--- src/hsv2rgb_pkg.sv ---
package hsv2rgb_pkg;

   localparam int HueWidth   = 9;
   localparam int PctWidth   = 7;
   localparam int ChanWidth  = 8;
   localparam int FracWidth  = 6;

   localparam logic [HueWidth-1:0] HueFull = 9'd360;
   localparam logic [PctWidth-1:0] PctMax  = 7'd100;

   // floor(x / 100) = (x * 5243) >> 19 for x up to 25500
   localparam logic [12:0] RecipHundred = 13'd5243;
   localparam int          ShiftHundred = 19;

   // floor(x / 60) = (x * 17477) >> 20 for x up to 15045
   localparam logic [14:0] RecipSixty = 15'd17477;
   localparam int          ShiftSixty = 20;

   typedef logic [2:0] sector_type;

   localparam sector_type SectorRed     = 3'd0;
   localparam sector_type SectorYellow  = 3'd1;
   localparam sector_type SectorGreen   = 3'd2;
   localparam sector_type SectorCyan    = 3'd3;
   localparam sector_type SectorBlue    = 3'd4;
   localparam sector_type SectorMagenta = 3'd5;

endpackage

--- src/hsv_to_rgb_converter_top.sv ---
// hsv to rgb colour converter, seven register stages
// the start transfer is carried through the stage valid bits to the rsp_valid strobe
// throughput: one colour per cycle, busy is never raised; the rate is set by the pipeline
// and its three constant multipliers, one per stage
// reset (synchronous, active high) clears the stage valid bits only, the data path needs none
// the receiver cannot stall: each result is shown for exactly one cycle
module hsv_to_rgb_converter_top (
   input  logic                              clock,
   input  logic                              reset,
   input  logic                              start,
   output logic                              busy,
   input  logic [hsv2rgb_pkg::HueWidth-1:0]  req_hue,
   input  logic [hsv2rgb_pkg::PctWidth-1:0]  req_saturation,
   input  logic [hsv2rgb_pkg::PctWidth-1:0]  req_brightness,
   output logic                              rsp_valid,
   output logic [hsv2rgb_pkg::ChanWidth-1:0] rsp_red,
   output logic [hsv2rgb_pkg::ChanWidth-1:0] rsp_green,
   output logic [hsv2rgb_pkg::ChanWidth-1:0] rsp_blue
);
   import hsv2rgb_pkg::*;

   // one valid bit per stage, shifted along with the data
   logic [6:0] valid_ff;
   logic [6:0] valid_in;

   // stage 1: wrapped hue split into sector and offset, clamped inputs
   sector_type               s1_sector_ff, s1_sector_in;
   logic [FracWidth-1:0]     s1_frac_ff,   s1_frac_in;
   logic [14:0]              s1_vprod_ff,  s1_vprod_in;
   logic [PctWidth-1:0]      s1_sinv_ff,   s1_sinv_in;

   // stage 2: top = floor(v * 255 / 100)
   sector_type               s2_sector_ff;
   logic [FracWidth-1:0]     s2_frac_ff;
   logic [PctWidth-1:0]      s2_sinv_ff;
   logic [ChanWidth-1:0]     s2_top_ff, s2_top_in;

   // stage 3: top * (100 - s)
   sector_type               s3_sector_ff;
   logic [FracWidth-1:0]     s3_frac_ff;
   logic [ChanWidth-1:0]     s3_top_ff;
   logic [14:0]              s3_botp_ff, s3_botp_in;

   // stage 4: bot and the span between bot and top
   sector_type               s4_sector_ff;
   logic [FracWidth-1:0]     s4_frac_ff;
   logic [ChanWidth-1:0]     s4_top_ff;
   logic [ChanWidth-1:0]     s4_bot_ff,  s4_bot_in;
   logic [ChanWidth-1:0]     s4_diff_ff, s4_diff_in;

   // stage 5: span * hue offset
   sector_type               s5_sector_ff;
   logic [ChanWidth-1:0]     s5_top_ff;
   logic [ChanWidth-1:0]     s5_bot_ff;
   logic [13:0]              s5_adjp_ff, s5_adjp_in;

   // stage 6: adj = floor(span * offset / 60)
   sector_type               s6_sector_ff;
   logic [ChanWidth-1:0]     s6_top_ff;
   logic [ChanWidth-1:0]     s6_bot_ff;
   logic [ChanWidth-1:0]     s6_adj_ff, s6_adj_in;

   // stage 7: output registers
   logic [ChanWidth-1:0]     red_ff,   red_in;
   logic [ChanWidth-1:0]     green_ff, green_in;
   logic [ChanWidth-1:0]     blue_ff,  blue_in;

   logic [HueWidth-1:0]      hue_wrap;
   logic [PctWidth-1:0]      sat_clamp;
   logic [PctWidth-1:0]      val_clamp;
   logic [HueWidth-1:0]      sector_base;
   logic [HueWidth-1:0]      hue_off;
   logic [27:0]              top_prod;
   logic [27:0]              bot_prod;
   logic [28:0]              adj_prod;
   logic [ChanWidth-1:0]     rise;
   logic [ChanWidth-1:0]     fall;

   assign busy = 1'b0;

   assign valid_in = {valid_ff[5:0], start};

   // stage 1 logic
   always_comb begin
      hue_wrap  = (req_hue >= HueFull) ? req_hue - HueFull : req_hue;
      sat_clamp = (req_saturation > PctMax) ? PctMax : req_saturation;
      val_clamp = (req_brightness > PctMax) ? PctMax : req_brightness;

      // sector search over the five boundaries
      if (hue_wrap >= 9'd300) begin
         s1_sector_in = SectorMagenta;
         sector_base  = 9'd300;
      end else if (hue_wrap >= 9'd240) begin
         s1_sector_in = SectorBlue;
         sector_base  = 9'd240;
      end else if (hue_wrap >= 9'd180) begin
         s1_sector_in = SectorCyan;
         sector_base  = 9'd180;
      end else if (hue_wrap >= 9'd120) begin
         s1_sector_in = SectorGreen;
         sector_base  = 9'd120;
      end else if (hue_wrap >= 9'd60) begin
         s1_sector_in = SectorYellow;
         sector_base  = 9'd60;
      end else begin
         s1_sector_in = SectorRed;
         sector_base  = 9'd0;
      end
      hue_off     = hue_wrap - sector_base;
      s1_frac_in  = hue_off[FracWidth-1:0];

      // v * 255 as (v << 8) - v
      s1_vprod_in = ({8'd0, val_clamp} << 8) - {8'd0, val_clamp};
      s1_sinv_in  = PctMax - sat_clamp;
   end

   // stages 2 to 6: one constant or narrow multiplier each
   always_comb begin
      top_prod   = {13'd0, s1_vprod_ff} * {15'd0, RecipHundred};
      s2_top_in  = top_prod[ShiftHundred+ChanWidth-1:ShiftHundred];

      s3_botp_in = {7'd0, s2_top_ff} * {8'd0, s2_sinv_ff};

      bot_prod   = {13'd0, s3_botp_ff} * {15'd0, RecipHundred};
      s4_bot_in  = bot_prod[ShiftHundred+ChanWidth-1:ShiftHundred];
      s4_diff_in = s3_top_ff - s4_bot_in;

      s5_adjp_in = {6'd0, s4_diff_ff} * {8'd0, s4_frac_ff};

      adj_prod   = {15'd0, s5_adjp_ff} * {14'd0, RecipSixty};
      s6_adj_in  = adj_prod[ShiftSixty+ChanWidth-1:ShiftSixty];
   end

   // stage 7: route top, bot and the ramps to the channels
   always_comb begin
      rise = s6_bot_ff + s6_adj_ff;
      fall = s6_top_ff - s6_adj_ff;
      case (s6_sector_ff)
         SectorRed: begin
            red_in = s6_top_ff; green_in = rise;      blue_in = s6_bot_ff;
         end
         SectorYellow: begin
            red_in = fall;      green_in = s6_top_ff; blue_in = s6_bot_ff;
         end
         SectorGreen: begin
            red_in = s6_bot_ff; green_in = s6_top_ff; blue_in = rise;
         end
         SectorCyan: begin
            red_in = s6_bot_ff; green_in = fall;      blue_in = s6_top_ff;
         end
         SectorBlue: begin
            red_in = rise;      green_in = s6_bot_ff; blue_in = s6_top_ff;
         end
         default: begin
            red_in = s6_top_ff; green_in = s6_bot_ff; blue_in = fall;
         end
      endcase
   end

   // control: valid bits
   always_ff @(posedge clock) begin
      if (reset) begin
         valid_ff <= '0;
      end else begin
         valid_ff <= valid_in;
      end
   end

   // data path: no reset needed
   always_ff @(posedge clock) begin
      s1_sector_ff <= s1_sector_in;
      s1_frac_ff   <= s1_frac_in;
      s1_vprod_ff  <= s1_vprod_in;
      s1_sinv_ff   <= s1_sinv_in;

      s2_sector_ff <= s1_sector_ff;
      s2_frac_ff   <= s1_frac_ff;
      s2_sinv_ff   <= s1_sinv_ff;
      s2_top_ff    <= s2_top_in;

      s3_sector_ff <= s2_sector_ff;
      s3_frac_ff   <= s2_frac_ff;
      s3_top_ff    <= s2_top_ff;
      s3_botp_ff   <= s3_botp_in;

      s4_sector_ff <= s3_sector_ff;
      s4_frac_ff   <= s3_frac_ff;
      s4_top_ff    <= s3_top_ff;
      s4_bot_ff    <= s4_bot_in;
      s4_diff_ff   <= s4_diff_in;

      s5_sector_ff <= s4_sector_ff;
      s5_top_ff    <= s4_top_ff;
      s5_bot_ff    <= s4_bot_ff;
      s5_adjp_ff   <= s5_adjp_in;

      s6_sector_ff <= s5_sector_ff;
      s6_top_ff    <= s5_top_ff;
      s6_bot_ff    <= s5_bot_ff;
      s6_adj_ff    <= s6_adj_in;

      red_ff       <= red_in;
      green_ff     <= green_in;
      blue_ff      <= blue_in;
   end

   assign rsp_valid = valid_ff[6];
   assign rsp_red   = red_ff;
   assign rsp_green = green_ff;
   assign rsp_blue  = blue_ff;

endmodule

--- config.mk ---
export PLATFORM = sky130hd
export DESIGN_NAME = hsv_to_rgb_converter_top
export DESIGN_NICKNAME = d
export VERILOG_FILES = /design/src/hsv2rgb_pkg.sv /design/src/hsv_to_rgb_converter_top.sv
export SDC_FILE = /design/constraint.sdc
export NUM_CORES = 1
export LEC_CHECK = 0
export BUFFER_PORTS_ARGS = -buffer_cell sky130_fd_sc_hd__buf_2
export CORE_AREA = 8 8 282 284
export CTS_CLUSTER_SIZE = 10
export DETAILED_ROUTE_END_ITERATION = 10
export DIE_AREA = 0 0 290 292
export SYNTH_ARGS = -nofsm -noshare
export SYNTH_HDL_FRONTEND = slang
export SYNTH_SLANG_ARGS = --single-unit
--- constraint.sdc ---
create_clock -name clock -period 8.2 [get_ports clock]
set_clock_uncertainty 0.1 [all_clocks]
set_input_delay 0.82 -clock clock [delete_from_list [all_inputs] [get_ports clock]]
set_output_delay 0.82 -clock clock [all_outputs]
set_load 0.005 [all_outputs]
Yosys cells after proc, flatten, opt, wreduce, memory -nomap -nowiden
Index checks and enable logic that the tools add are counted. W data, S select, Z words.

Register bits after elaboration: 211. Bits of input ports: 26. Output and inout bits: 26. Word-level logic and storage cells: 75.

$add $sub $neg: 7. Multipliers: 5. Magnitude comparators: 8. Eq/ne operators: 4. Multiplexer cells: 15. Reduce and logical (&&, ||, !) cells: 6.

Operator list (count): $pmux W8 S3 (3); $mul A15 B13 Y27 const B (2); $mux W6 (5); $mul A14 B15 Y28 const B (1); $ge A9 B8 Y1 const B (2); $ge A9 B9 Y1 const B (2); $sub A8 B8 Y8 (2); $mul A8 B7 Y15 (1); $sub A15 B7 Y15 (1); $gt A7 B7 Y1 const B (2); $mul A8 B6 Y14 (1); $mux W7 (2); $reduce_or A2 Y1 (5); $ge A9 B6 Y1 const B (1); $ge A9 B7 Y1 const B (1); $mux W9 (1); $sub A9 B9 Y9 const B (1); $add A8 B8 Y8 (1); $sub A7 B7 Y7 const A (1); $eq A3 B2 Y1 const B (2); $sub A6 B6 Y6 (1); $mux W2 (2); $eq A3 B1 Y1 const B (1); $eq A3 B3 Y1 const B (1); 2 further kinds (3).

Logic depth before layout (Yosys ltp)
Word-level depth: 9. Gate-level depth with buffers: 27. Gate-level depth less buffers: 27.

Least setup slack after synthesis
No wires, ideal clock.

Path type: register to register. From: reg s3_botp_ff[4]. To: reg s4_diff_ff[7]. Library setup time: 0.129 ns. Arrival time: 6.096 ns. Required time: 7.971 ns. Setup slack: 1.874 ns. Cell stages (with the launch flop): 28. Path buffers: 0. Clock period less this slack: 6.326 ns. Path through: dfxtp_1 > inv_1 > fa_1 > inv_1 > ha_1 > fa_1 > inv_1 > fa_1 > fa_1 > inv_1 > ha_1 > nand4_1 > nor3_1 > a22oi_2 > a21boi_0 > o21a_1 > o21a_1 > o211ai_1 > nand2_1 > a21oi_1 > xor2_1 > ha_1 > a21oi_1 > maj3_4 > nand2_1 > and3_1 > a221o_1 > xnor3_1.

Longest elaborated chain between the ends: 2.

Ends and longest elaborated chain: from (decl) (RTL line hsv_to_rgb_converter_top.sv:42) `logic [14:0] s3_botp_ff, s3_botp_in;`; from (signal assigned) (RTL line hsv_to_rgb_converter_top.sv:184) `s3_botp_ff <= s3_botp_in;`; $mul A15 B13 Y27 (RTL line hsv_to_rgb_converter_top.sv:124) `bot_prod = {13'd0, s3_botp_ff} * {15'd0, RecipHundred};`; $sub A8 B8 Y8 (RTL line hsv_to_rgb_converter_top.sv:126) `s4_diff_in = s3_top_ff - s4_bot_in;`; via s4_diff_in[7] (RTL line hsv_to_rgb_converter_top.sv:49) `logic [ChanWidth-1:0] s4_diff_ff, s4_diff_in;`; to (signal assigned) (RTL line hsv_to_rgb_converter_top.sv:190) `s4_diff_ff <= s4_diff_in;`; to (decl) (RTL line hsv_to_rgb_converter_top.sv:49).

The timed path passes the listed nets, and every way through them passes these cells. A chain may end at the register's enable or synchronous reset.

Final worst setup path
Same ends and word-level chain as after synthesis.

==> impl_metrics.json <==
{
  "outcome": "finished, final reports clean",
  "synth_seq_area_share": 0.2273,
  "worst-setup-path-type": "reg2reg",
  "fin_crit_sh": 0.8284,
  "hold_class": "reg2reg",
  "worst_ep_required_time_ns": 8.50,
  "max_stage_delay_ns": 0.55,
  "max-cap-violations": 0,
  "r2r_cells": 27,
  "drive_gt1_frac": 0.06150,
  "routabilityCongestion": 0.8204,
  "hold_depth": 0,
  "crit_arrival_ns": 7.09,
  "die_w_um": 290,
  "final-setup-viol-count": 0,
  "avgSynthCellArea_um2": 9.998,
  "worst_setup_path_start_kind": "flip-flop",
  "finalSetupTns_ns": 0,
  "postCtsSetupBuffers": 0,
  "dieHeight_um": 292,
  "vias": 11770,
  "antenna_cells": 0,
  "cp_max_fo": 5,
  "antenna_found_initial": 2,
  "drc": 0,
  "grt-ovfl-total": 0,
  "yosys_warnings": 0,
  "synthArstFlopShare": 0,
  "met3_usage": 0.01564,
  "grt_pass1_wl_mm": 61.30,
  "hpwl_mm": 29.95,
  "max_slew.worst_pin.slew_ns": 0.9764,
  "core_area_um2": 75190,
  "hold_buffers": 0,
  "drtIter0Drc": 344,
  "placementRows": 101,
  "synth_area_leaders": "ha_1 24%, fa_1 23%, dfxtp_1 23%",
  "htree_levels": 1,
  "hold_viol_final": 0,
  "gr-usage-met1": 0.1218,
  "finalCriticalPeriod_ns": 6.793,
  "clkSlewWorstSetupHoldPaths_ns": 0.06,
  "cts_resized": 0,
  "cts_tree": "done",
  "first_pass_iters": 4,
  "clock_sinks": 211,
  "area.growth.synth_to_final_pct": 12.11,
  "numCtsBuffers": 27,
  "grtUsageTotal": 0.08580,
  "synth-edff-count": 0,
  "rsz0062_at_grt": "false",
  "clockBufferDepth": 3,
  "io_pins": 52,
  "cpMaxStageDelayCell": "fa_1",
  "netlist_instances": 1859,
  "reg_top3": "s1_vprod_ff: 15 flops, s3_botp_ff: 15 flops, s5_adjp_ff: 14 flops",
  "ant_nets": 0,
  "final_nets": 2522,
  "grt_pass1_vias": 12450,
  "netlist.area_leader.share": 0.2417,
  "start_util": 0.2472,
  "insertion_delay_ns": 0.55,
  "cp-end-kind": "flip-flop",
  "dieArea_um2": 84680,
  "syn_area_um2": 18590,
  "synth.largest_area_cell": "ha_1",
  "fmax_ghz": 0.1472,
  "relSlewSlack": 0.3467,
  "grtUsageMet2": 0.1346,
  "grt_most_used_layer": "met2",
  "totalWireLength_mm": 35.24,
  "root_buffer": "clkbuf_16",
  "grt_max_degree": 39,
  "syn_nets": 2458,
  "maxSlewViolCount": 0,
  "io_buffer_count": 50,
  "yosysUniqueCellTypes": 70,
  "synth_ff_type": "dfxtp_1",
  "post_drt_wl_per_cell_um": 12.10,
  "ys_seq_elements": 211,
  "viasPerCell": 4.042
}
==> layout make-up <==
| type | instances | area, um^2 |
|---|---|---|
| Clock inverter | 5 | 81.33 |
| Sequential cell | 211 | 4224 |
| Timing Repair Buffer | 52 | 265.3 |
| Fill cell | 7874 | 54350 |
| Inverter | 399 | 1498 |
| Tap cell | 978 | 1224 |
| Clock buffer | 36 | 749.5 |
| Multi-Input combinational cell | 1232 | 12800 |
==> worst max-delay path, delay by kind of cell, from the launching register on <==
family	cells	cell delay (ns)
AOI/OAI and AO/OA	8	1.75
xor gates and xnor gates	2	0.49
adders and majority gates	8	3.07
buffers and inverters	4	0.28
DFF	1	0.47
and+or+nand+nor	5	0.50
==> layer usage <==
metal  wire, um  share of wire  vias to the layer above
met1      18440           0.52                     5531
met3       1368          0.039                       38
met4        632          0.018                        0
met5          0              0                        -
met2      14800           0.42                      151
li1           -              -                     6053
==> kinds of logic (layout without fill, tap and decap cells) <==
| kind of cell | after synthesis | count (layout) | share of synthesized area |
|---|---|---|---|
| other | 1 | 1 | 0.0002018 |
| AO/OA/AOI/OAI | 225 | 225 | 0.07600 |
| adder cells (fa/ha/maj) | 575 | 575 | 0.4734 |
| AND/OR/NAND/NOR | 321 | 321 | 0.08334 |
| buffers and inverters | 416 | 492 | 0.08428 |
| XOR/XNOR | 83 | 83 | 0.04026 |
| multiplexers | 27 | 27 | 0.01521 |
| flip-flops | 211 | 211 | 0.2273 |
==> stage by stage <==
step	hold slack [ns]	area [um^2]	instances	setup WS (ns)	util
5_1_grt	0.2211	20840	2913	0.8873	0.2771
4_1_cts	0.2165	20840	2913	1.345	0.2771
2_1_floorplan	0.2096	18590	1859	1.874	-
3_3_place_gp	0.2109	20010	2872	1.505	0.2661
3_5_place_dp	0.2121	20010	2872	1.395	0.2661
6_report	0.2151	20840	2913	1.407	0.2771
==> final timing paths <==
kind	slack [ns]	end	start
setup reg to reg	1.41	s4_diff_ff[7]	s3_botp_ff[4]
setup / recovery	1.41	s4_diff_ff[7]	s3_botp_ff[4]
hold / removal	0.22	s5_top_ff[0]	s4_top_ff[0]
hold reg to reg	0.22	s5_top_ff[0]	s4_top_ff[0]
==> Yosys cell counts (3+ instances only) <==
master and n:
fa_1 214, ha_1 359, and3_1 7, o21bai_1 11, nand2b_1 10, mux2i_1 17, nor3b_1 3, mux2_2 10
nand3_1 4, inv_1 397, nand2_1 123, o21ai_1 8, nor3_1 14, a21o_1 18, dfxtp_1 211, a21boi_0 6
a31oi_1 6, buf_1 4, and2_1 54, o21a_1 14, o211ai_1 4, a21oi_1 68, o21ai_0 55, or3_1 4
xor2_1 18, nor2_1 62, xnor2_1 63, nand4_1 9, clkbuf_1 11, o31ai_1 4, or2_2 3, a211oi_1 8
nor2b_1 18
==> cell usage in the layout, fill, tap and decap left out, types with 17 or more instances in the layout <==
cell and count:
a21o_1 18, a21oi_1 68, and2_1 54, buf_2 50
clkbuf_16 27, dfxtp_1 211, fa_1 214, ha_1 359
inv_1 397, mux2i_1 17, nand2_1 123, nor2_1 62
nor2b_1 18, o21ai_0 55, xnor2_1 63, xor2_1 18
Power is left out: the tool's default activity adds up to more than one toggle a clock period on the data nets, which glitch-free logic cannot reach.
